`src/hw/rtl/ibw_pkg.sv`:
```
// shared types, widths and helpers of the inverse bilinear weights block
package ibw_pkg;

    localparam int COORD_W   = 16;
    localparam int FRAC_Q    = 14;
    localparam int Q14_ONE   = 16384;
    localparam int Q_MAX     = 32767;
    localparam int Q_MIN_MAG = 32768;
    localparam int SAT_MAG_W = 21;
    localparam int DIFF_W    = 17;
    localparam int GX_W      = 18;
    localparam int K0_W      = 36;
    localparam int K1_W      = 37;
    localparam int K2_W      = 36;
    localparam int PARA_LIM  = 256;
    localparam int DISC_W    = 74;
    localparam int ROOT_W    = 38;
    localparam int VNUM_W    = 40;
    localparam int VDEN_W    = 38;
    localparam int UNUM_W    = 36;
    localparam int UDEN_W    = 36;

    typedef logic signed [COORD_W-1:0] coord_t;

    typedef struct packed {
        coord_t point_x;
        coord_t point_y;
        coord_t tl_x;
        coord_t tl_y;
        coord_t tr_x;
        coord_t tr_y;
        coord_t bl_x;
        coord_t bl_y;
        coord_t br_x;
        coord_t br_y;
    } ibw_in_t;

    typedef struct packed {
        coord_t weight_u;
        coord_t weight_v;
        coord_t w_top_left;
        coord_t w_top_right;
        coord_t w_bottom_left;
        coord_t w_bottom_right;
        logic   degenerate;
    } ibw_out_t;

    // cross products and edge terms of one quad
    typedef struct packed {
        logic signed [K2_W-1:0]   k2;
        logic signed [K1_W-1:0]   k1;
        logic signed [K0_W-1:0]   k0;
        logic                     para;
        logic                     neg;
        logic signed [DIFF_W-1:0] hx;
        logic signed [DIFF_W-1:0] fx;
        logic signed [DIFF_W-1:0] ex;
        logic signed [GX_W-1:0]   gx;
    } quad_t;

    // terms needed to solve for u
    typedef struct packed {
        logic signed [DIFF_W-1:0] hx;
        logic signed [DIFF_W-1:0] fx;
        logic signed [DIFF_W-1:0] ex;
        logic signed [GX_W-1:0]   gx;
        logic                     para;
        logic                     neg;
    } ucoef_t;

    // both v candidates and flags
    typedef struct packed {
        coord_t va;
        coord_t vb;
        logic   vzero;
        logic   para;
        logic   neg;
    } vpair_t;

    // signed 16 bit result from sign and magnitude, saturated
    function automatic coord_t sat_q14(input logic neg, input logic [SAT_MAG_W-1:0] mag);
        coord_t r;
        if (!neg) begin
            r = (mag > SAT_MAG_W'(Q_MAX)) ? COORD_W'(Q_MAX) : mag[COORD_W-1:0];
        end
        else begin
            r = (mag > SAT_MAG_W'(Q_MIN_MAG)) ? COORD_W'(-Q_MIN_MAG) : -mag[COORD_W-1:0];
        end
        return r;
    endfunction

endpackage

```
`src/hw/rtl/ibw_div.sv`:
```
// pipelined rounded saturating Q.14 divider, one quotient bit per core stage
module ibw_div
    import ibw_pkg::*;
#(
    parameter int  NUM_W  = VNUM_W,
    parameter int  DEN_W  = VDEN_W,
    parameter type side_t = logic
)(
    input  logic              clk,
    input  logic              rst_n,
    input  logic              en,
    input  logic              in_valid,
    input  side_t             in_side,
    input  logic signed [NUM_W-1:0] in_num,
    input  logic signed [DEN_W-1:0] in_den,
    output logic              out_valid,
    output side_t             out_side,
    output coord_t            out_quo,
    output logic              out_zero
);
    localparam int QB  = 18;
    localparam int NRW = NUM_W + FRAC_Q + 2;
    localparam int DRW = DEN_W + QB + 1;
    localparam int RW  = (NRW > DRW) ? NRW : DRW;

    logic             prep_valid_reg;
    side_t            prep_side_reg;
    logic [NUM_W-1:0] nmag_reg;
    logic [DEN_W-1:0] dmag_reg;
    logic             prep_neg_reg;
    logic             prep_zero_reg;

    logic             valid_reg [QB];
    side_t            side_reg  [QB];
    logic [RW-1:0]    rem_reg   [QB];
    logic [DEN_W:0]   dsh_reg   [QB];
    logic [QB-1:0]    q_reg     [QB];
    logic             neg_reg   [QB];
    logic             zero_reg  [QB];

    logic             valid_in  [QB];
    side_t            side_in   [QB];
    logic [RW-1:0]    rem_in    [QB];
    logic [DEN_W:0]   dsh_in    [QB];
    logic [QB-1:0]    q_in      [QB];
    logic             neg_in    [QB];
    logic             zero_in   [QB];
    logic [RW-1:0]    trial     [QB];
    logic [RW-1:0]    rem_next  [QB];
    logic [QB-1:0]    q_next    [QB];

    logic             out_valid_reg;
    side_t            out_side_reg;
    coord_t           quo_reg;
    logic             zero_out_reg;

    always_comb
    begin
        valid_in[0] = prep_valid_reg;
        side_in[0]  = prep_side_reg;
        rem_in[0]   = (RW'(nmag_reg) << (FRAC_Q + 1)) + RW'(dmag_reg);
        dsh_in[0]   = {dmag_reg, 1'b0};
        q_in[0]     = '0;
        neg_in[0]   = prep_neg_reg;
        zero_in[0]  = prep_zero_reg;
        for (int s = 1; s < QB; s++)
        begin
            valid_in[s] = valid_reg[s-1];
            side_in[s]  = side_reg[s-1];
            rem_in[s]   = rem_reg[s-1];
            dsh_in[s]   = dsh_reg[s-1];
            q_in[s]     = q_reg[s-1];
            neg_in[s]   = neg_reg[s-1];
            zero_in[s]  = zero_reg[s-1];
        end
        for (int s = 0; s < QB; s++)
        begin
            trial[s] = RW'(dsh_in[s]) << (QB - 1 - s);
            if (rem_in[s] >= trial[s])
            begin
                rem_next[s] = rem_in[s] - trial[s];
                q_next[s]   = {q_in[s][QB-2:0], 1'b1};
            end
            else
            begin
                rem_next[s] = rem_in[s];
                q_next[s]   = {q_in[s][QB-2:0], 1'b0};
            end
        end
    end

    always_ff @(posedge clk or negedge rst_n)
    begin
        if (!rst_n)
        begin
            prep_valid_reg <= 1'b0;
            out_valid_reg  <= 1'b0;
            for (int s = 0; s < QB; s++)
            begin
                valid_reg[s] <= 1'b0;
            end
        end
        else if (en)
        begin
            prep_valid_reg <= in_valid;
            out_valid_reg  <= valid_reg[QB-1];
            for (int s = 0; s < QB; s++)
            begin
                valid_reg[s] <= valid_in[s];
            end
        end
    end

    always_ff @(posedge clk)
    begin
        if (en)
        begin
            prep_side_reg <= in_side;
            nmag_reg      <= in_num[NUM_W-1] ? NUM_W'(-in_num) : NUM_W'(in_num);
            dmag_reg      <= in_den[DEN_W-1] ? DEN_W'(-in_den) : DEN_W'(in_den);
            prep_neg_reg  <= in_num[NUM_W-1] ^ in_den[DEN_W-1];
            prep_zero_reg <= (in_den == '0);
            for (int s = 0; s < QB; s++)
            begin
                side_reg[s] <= side_in[s];
                rem_reg[s]  <= rem_next[s];
                dsh_reg[s]  <= dsh_in[s];
                q_reg[s]    <= q_next[s];
                neg_reg[s]  <= neg_in[s];
                zero_reg[s] <= zero_in[s];
            end
            out_side_reg <= side_reg[QB-1];
            zero_out_reg <= zero_reg[QB-1];
            quo_reg      <= zero_reg[QB-1] ? '0
                          : sat_q14(neg_reg[QB-1], SAT_MAG_W'(q_reg[QB-1]));
        end
    end

    assign out_valid = out_valid_reg;
    assign out_side  = out_side_reg;
    assign out_quo   = quo_reg;
    assign out_zero  = zero_out_reg;

endmodule

```
`config.mk`:
```
export PLATFORM = sky130hd
export DESIGN_NAME = ibw_div
export DESIGN_NICKNAME = d
export VERILOG_FILES = /design/src/hw/rtl/ibw_pkg.sv /design/src/hw/rtl/ibw_div.sv
export SDC_FILE = /design/constraint.sdc
export NUM_CORES = 2
export LEC_CHECK = 0
export BUFFER_PORTS_ARGS = -buffer_cell sky130_fd_sc_hd__clkbuf_2
export CAP_MARGIN = 15
export CORE_ASPECT_RATIO = 0.9
export CORE_UTILIZATION = 50
export CTS_CLUSTER_SIZE = 8
export DETAILED_ROUTE_END_ITERATION = 10
export PLACE_DENSITY = 0.65
export SLEW_MARGIN = 0
export SYNTH_ARGS = -nofsm -noshare
export SYNTH_HDL_FRONTEND = slang
export SYNTH_SLANG_ARGS = --single-unit
```
`constraint.sdc`:
```
create_clock -name clk -period 17 [get_ports clk]
set_input_delay 0 -clock clk [delete_from_list [all_inputs] [get_ports clk]]
set_output_delay 0 -clock clk [all_outputs]
set_load 0.03 [all_outputs]
```
# Word level (Yosys, flattened, before mapping)

Memories as Yosys holds them, arrays and structs flattened. A register that Yosys moved wholly into a read port is not among the register bits.
Cells that the tools add are included.

Register bits after elaboration: 118
Bits in latches: 0
Bits in writable memories: 2,106
ROM bits: 0
Bits of input ports: 83
Output and inout port bits: 19
Word-level logic and storage cells: 122
Memories: 6

Memory list:

| memory   | depth | bits a word | read ports | clocked after memory_dff | write ports | RTL line      | text |
|---|---|---|---|---|---|---|---|
| rem_reg  | 18    | 57          | 17         | 0                        | 18          | ibw_div.sv:35 | `logic [RW-1:0] rem_reg [QB];` |
| dsh_reg  | 18    | 39          | 17         | 0                        | 18          | ibw_div.sv:36 | `logic [DEN_W:0] dsh_reg [QB];` |
| q_reg    | 18    | 18          | 18         | 0                        | 18          | ibw_div.sv:37 | `logic [QB-1:0] q_reg [QB];` |
| neg_reg  | 18    | 1           | 18         | 0                        | 18          | ibw_div.sv:38 | `logic neg_reg [QB];` |
| side_reg | 18    | 1           | 18         | 1                        | 18          | ibw_div.sv:34 | `side_t side_reg [QB];` |
| zero_reg | 18    | 1           | 18         | 0                        | 18          | ibw_div.sv:39 | `logic zero_reg [QB];` |

Add/sub/neg operators: 22
Multipliers: 0
Div/mod/pow operators: 0
Magnitude comparators: 20
Eq/ne operators: 0
Shift-type cells: 0
Multiplexer cells: 43
Bitwise logic cells: 1
Reductions and logical operators: 1

Operator list:

| kind                                         | number |
|---|---|
| two-way mux 57 bit                           | 18 |
| greater-or-equal comparator 57 x 39 -> 1 bit | 1 |
| greater-or-equal comparator 57 x 40 -> 1 bit | 1 |
| greater-or-equal comparator 57 x 41 -> 1 bit | 1 |
| greater-or-equal comparator 57 x 42 -> 1 bit | 1 |
| greater-or-equal comparator 57 x 43 -> 1 bit | 1 |
| greater-or-equal comparator 57 x 44 -> 1 bit | 1 |
| greater-or-equal comparator 57 x 45 -> 1 bit | 1 |
| greater-or-equal comparator 57 x 46 -> 1 bit | 1 |
| greater-or-equal comparator 57 x 47 -> 1 bit | 1 |
| greater-or-equal comparator 57 x 48 -> 1 bit | 1 |
| greater-or-equal comparator 57 x 49 -> 1 bit | 1 |
| greater-or-equal comparator 57 x 50 -> 1 bit | 1 |
| greater-or-equal comparator 57 x 51 -> 1 bit | 1 |
| greater-or-equal comparator 57 x 52 -> 1 bit | 1 |
| greater-or-equal comparator 57 x 53 -> 1 bit | 1 |
| greater-or-equal comparator 57 x 54 -> 1 bit | 1 |
| greater-or-equal comparator 57 x 55 -> 1 bit | 1 |
| subtractor 56 x 56 -> 57 bit                 | 1 |
| subtractor 57 x 39 -> 57 bit                 | 1 |
| subtractor 57 x 40 -> 57 bit                 | 1 |
| subtractor 57 x 41 -> 57 bit                 | 1 |
| subtractor 57 x 42 -> 57 bit                 | 1 |
| subtractor 57 x 43 -> 57 bit                 | 1 |
| 25 further kinds                             | 46 |

# Longest topological paths before layout

An unclocked memory read counts as a cell.

Depth in word-level cells: 4
Depth in mapped cells: 26
Mapped depth without buffers: 24

# Worst setup path after synthesis

No wires, ideal clock.

Path kind: register to register
Start: reg dmag_reg[15]
End: mem rem_reg[0][23] (netlist bit), data pin
Library setup time: 0.270 ns
Arrival: 5.630 ns
Data required time: 16.730 ns
Setup slack: 11.100 ns
Cell stages (with the launch flop): 25
Buffers on the path: 3
Period minus slack after synthesis: 5.900 ns
Path through: edfxtp_1 ha_1 fa_1 a21o_1 a21oi_1 a21oi_1 nor4_1 o31ai_1 a221oi_1 o21ai_0 a21oi_1 nand2b_1 xnor2_1 ha_1 clkbuf_1 nand4_1 o221ai_1 a21o_1 a21oi_1 o41ai_1 a41oi_1 nand2_1 buf_1 buf_1 a21oi_1

RTL lines:

| item                   | RTL line       | text |
|---|---|---|
| from (decl)            | ibw_div.sv:29  | `logic [DEN_W-1:0] dmag_reg;` |
| from (signal assigned) | ibw_div.sv:120 | `dmag_reg <= in_den[DEN_W-1] ? DEN_W'(-in_den) : DEN_W'(in_den);` |
| to (decl)              | ibw_div.sv:35  |  |

==> metrics.txt <==
outcome finished clean; Power, Total 20.7 mW; endpoints failing setup 0; RSZ-0062 raised after global routing false; r2r endpoint rem_reg[0][31]; top post-synthesis cells by area edfxtp_1 (51%), ha_1 (8.4%), a21oi_1 (4.1%), xnor2_1 (3.8%), o21ai_0 (3.7%); worst path bufs/invs 2; synthesized net count 10,800; Critical Path Max Stage Delay 690 ps; Final min period 7570 ps; Max FO, Critical Path 28; Final Hold Viols 0; gr usage total 0.264; R2R Path Start dmag_reg[15]; max reg flops 969; critical path required time 17,620 ps; antenna-violating nets left 0; nets 11,100; setup tns final 0 ps; flops & latches, synth between 1,500 and 2,000; final max-slew violation count 0; Row Count 159; slowest CP cell o41ai_1; Synth cell types slightly above 90; Worst slew margin 0.188; Crit path depth 23; CTS sink count 1,795; Synth area leader edfxtp_1; Fillers between 15,000 and 20,000; Post-CTS Setup Bufs 0; R2R setup slack 9430 ps; CTS tree done; Leak 46.9 nW; Cells after DPL 12,600; Clock Tree Buf Depth 4; DP HPWL 216 mm; CP Cell Sequence ha_1 -> fa_1 -> a21o_1 -> a21oi_1 -> a21oi_1 -> nor4_1 -> o31ai_1 -> a221oi_1 -> o21ai_0 -> a21oi_1 -> buf_4 -> nand2b_1 -> xnor2_1 -> ha_1 -> nand4_1 -> o221ai_1 -> a21o_1 -> a21oi_1 -> o41ai_1 -> a41oi_1 -> nand2_2 -> buf_4 -> mux2_2; Layout Utilization 0.565; total CTS buffers 275; grt ovf 0; die area roughly 210,000 um^2; crit end category flip-flop; Worst Setup Path Type reg2reg; first-pass GRT wire length 438 mm; Post-synth EDFFs about 1,800; Die H 437 um; r2r worst-path depth 23; Max VDD drop 95.4 uV; hold_ws 60.6 ps; GPL Wtd Cong between 0.9 and 1; Crit path max-delay family compound AO/OA/AOI/OAI gates; hold endpoint nmag_reg[26]; area delta synth->final 12.1%; DRC 0; via count 77,100; PD cells 175 nW/um^2; WL final 283 mm; max frequency 0.132 GHz; Clk Latency, worst-skew pair 940 ps; clk_skew roughly 79 ps; Top Ports roughly 100; placeable core area 209,000 um^2; CP most frequent cell a21oi_1; most frequent cells in the layout edfxtp_1 (1,775), nand2_1 (884), a21oi_1 (852); H-Tree Depth 5; sequential-to-total area share from yosys stat 0.511; Initial DRT Pass Iterations 6; largest net degree at the start of global routing 191; crit path from dmag_reg[15]; Die X approximately 490 um; mean routed wirelength per cell roughly 22 um; port buffer count 101; Initial Util 0.504; min-delay src in_num[26]; max-cap violations 0; Final period util 0.445; hold depth 3; Synth Flop Type edfxtp_1; initial antenna violation count 10; Post-synth ARST share 0.0111; Non-Filler Instances 13,100; vias in the first global route approximately 75,000; Crit path arrival time about 8200 ps; Mapped Cells roughly 10,000; DRT iter0 DRCs 6,664; Worst Setup Start Kind flip-flop; Synth Cell Area around 110,000 um^2; Root Driver clkbuf_16; Worst-Margin Slew around 1200 ps; share of the synthesized area in the top cell type 0.506; most common cell after layout, fill and taps aside edfxtp_1; DR vias/cell 5.88; clock-pin slew on the worst setup and hold paths 60 ps; synthesized area per cell 10.6 um^2; Hold Crit Class in2reg; fraction of layout cells with a size suffix above 1 0.0623; Ys Warns 0
-- worst max path at each step --
stage / to / slack, ps
2_1_floorplan: rem_reg[0][23] / 11100
3_5_place_dp: rem_reg[0][21] / 9590
6_report: rem_reg[0][31] / 9430
3_3_place_gp: rem_reg[0][19] / 9500
4_1_cts: rem_reg[0][31] / 9590
5_1_grt: rem_reg[0][31] / 8900
-- synth_stat cells, drive strengths merged, types with 21 or more instances --
cell and instances:
a2111oi 25, a211o 23, a211oi 47, a21boi 34, a21o 395, a21oi 856
a31oi 60, a41oi 23, and2 54, and3 70, buf 35, clkbuf 259
edfxtp 1775, ha 709, inv 849, mux2 117, nand2 886, nand2b 100
nand3 160, nand4 167, nor2 595, nor2b 110, nor3 151, nor3b 24
nor4 104, nor4b 22, o211ai 31, o21a 86, o21ai 774, o21bai 90
o31a 22, o31ai 76, o41ai 21, or2 27, or3 63, or4 41
xnor2 460, xor2 368
-- layout make-up --
| cell class | instances | area (um^2) | share of cell area |
|---|---|---|---|
| timing repair buffer | 372 | 3120 | 0.0264 |
| multi-input combinational | 7028 | 47300 | 0.401 |
| clock buffer | 313 | 7130 | 0.0604 |
| inverter | 850 | 3190 | 0.0270 |
| antenna | 6 | 15.0 | 0.000127 |
| sequential | 1795 | 53800 | 0.456 |
| tap | 2737 | 3420 | 0.0290 |
| clock inverter | 5 | 41.3 | 0.000350 |
-- worst register-to-register path: cells and delay by family (launching register included) --
family | cells | cell delay (ps)
AO/OA/AOI/OAI | 12 | 3300
adder cells (fa/ha/maj) | 3 | 1140
flip-flops | 1 | 410
XOR/XNOR | 1 | 100
buffers and inverters | 2 | 700
multiplexers | 1 | 400
AND/OR/NAND/NOR | 4 | 1230
-- logic make-up (layout without fill, tap and decap cells) --
logic type	after synthesis	after routing	synth area share
XOR/XNOR	828	828	0.0688
AND/OR/NAND/NOR	2625	2625	0.120
buffers and inverters	1144	1540	0.0408
AO/OA/AOI/OAI	2723	2723	0.159
adder cells (fa/ha/maj)	727	727	0.0876
other	0	6	0
multiplexers	125	125	0.0133
flip-flops	1795	1795	0.511
-- power breakdown --
group / internal (mW) / switching [mW] / total (mW)
Clock: 2.90 / 1.81 / 4.71
Combinational: 3.61 / 5.11 / 8.72
Sequential: 6.48 / 0.814 / 7.29
-- metal layers --
metal,global-route usage,part of all wire,up-vias
li1,-,-,37100
met1,0.363,0.45,37200
met2,0.422,0.45,2264
met3,0.0396,0.059,502
met4,0.0982,0.036,0
met5,0,0,-
-- through the flow --
stage          setup slack, ps  area (um^2)
4_1_cts                   9590       118000
3_3_place_gp              9500       109000
3_5_place_dp              9590       109000
6_report                  9430       118000
5_1_grt                   8900       118000
2_1_floorplan            11100       105000
-- what timing repair did --
action | CTS | global route
endpoints found under the hold margin | 211 | 0
setup endpoints to repair | 0 | 0
resized for setup | 0 | 0
hold buffers | 214 | 0
Note: power is estimated with default switching activity, not from simulation.
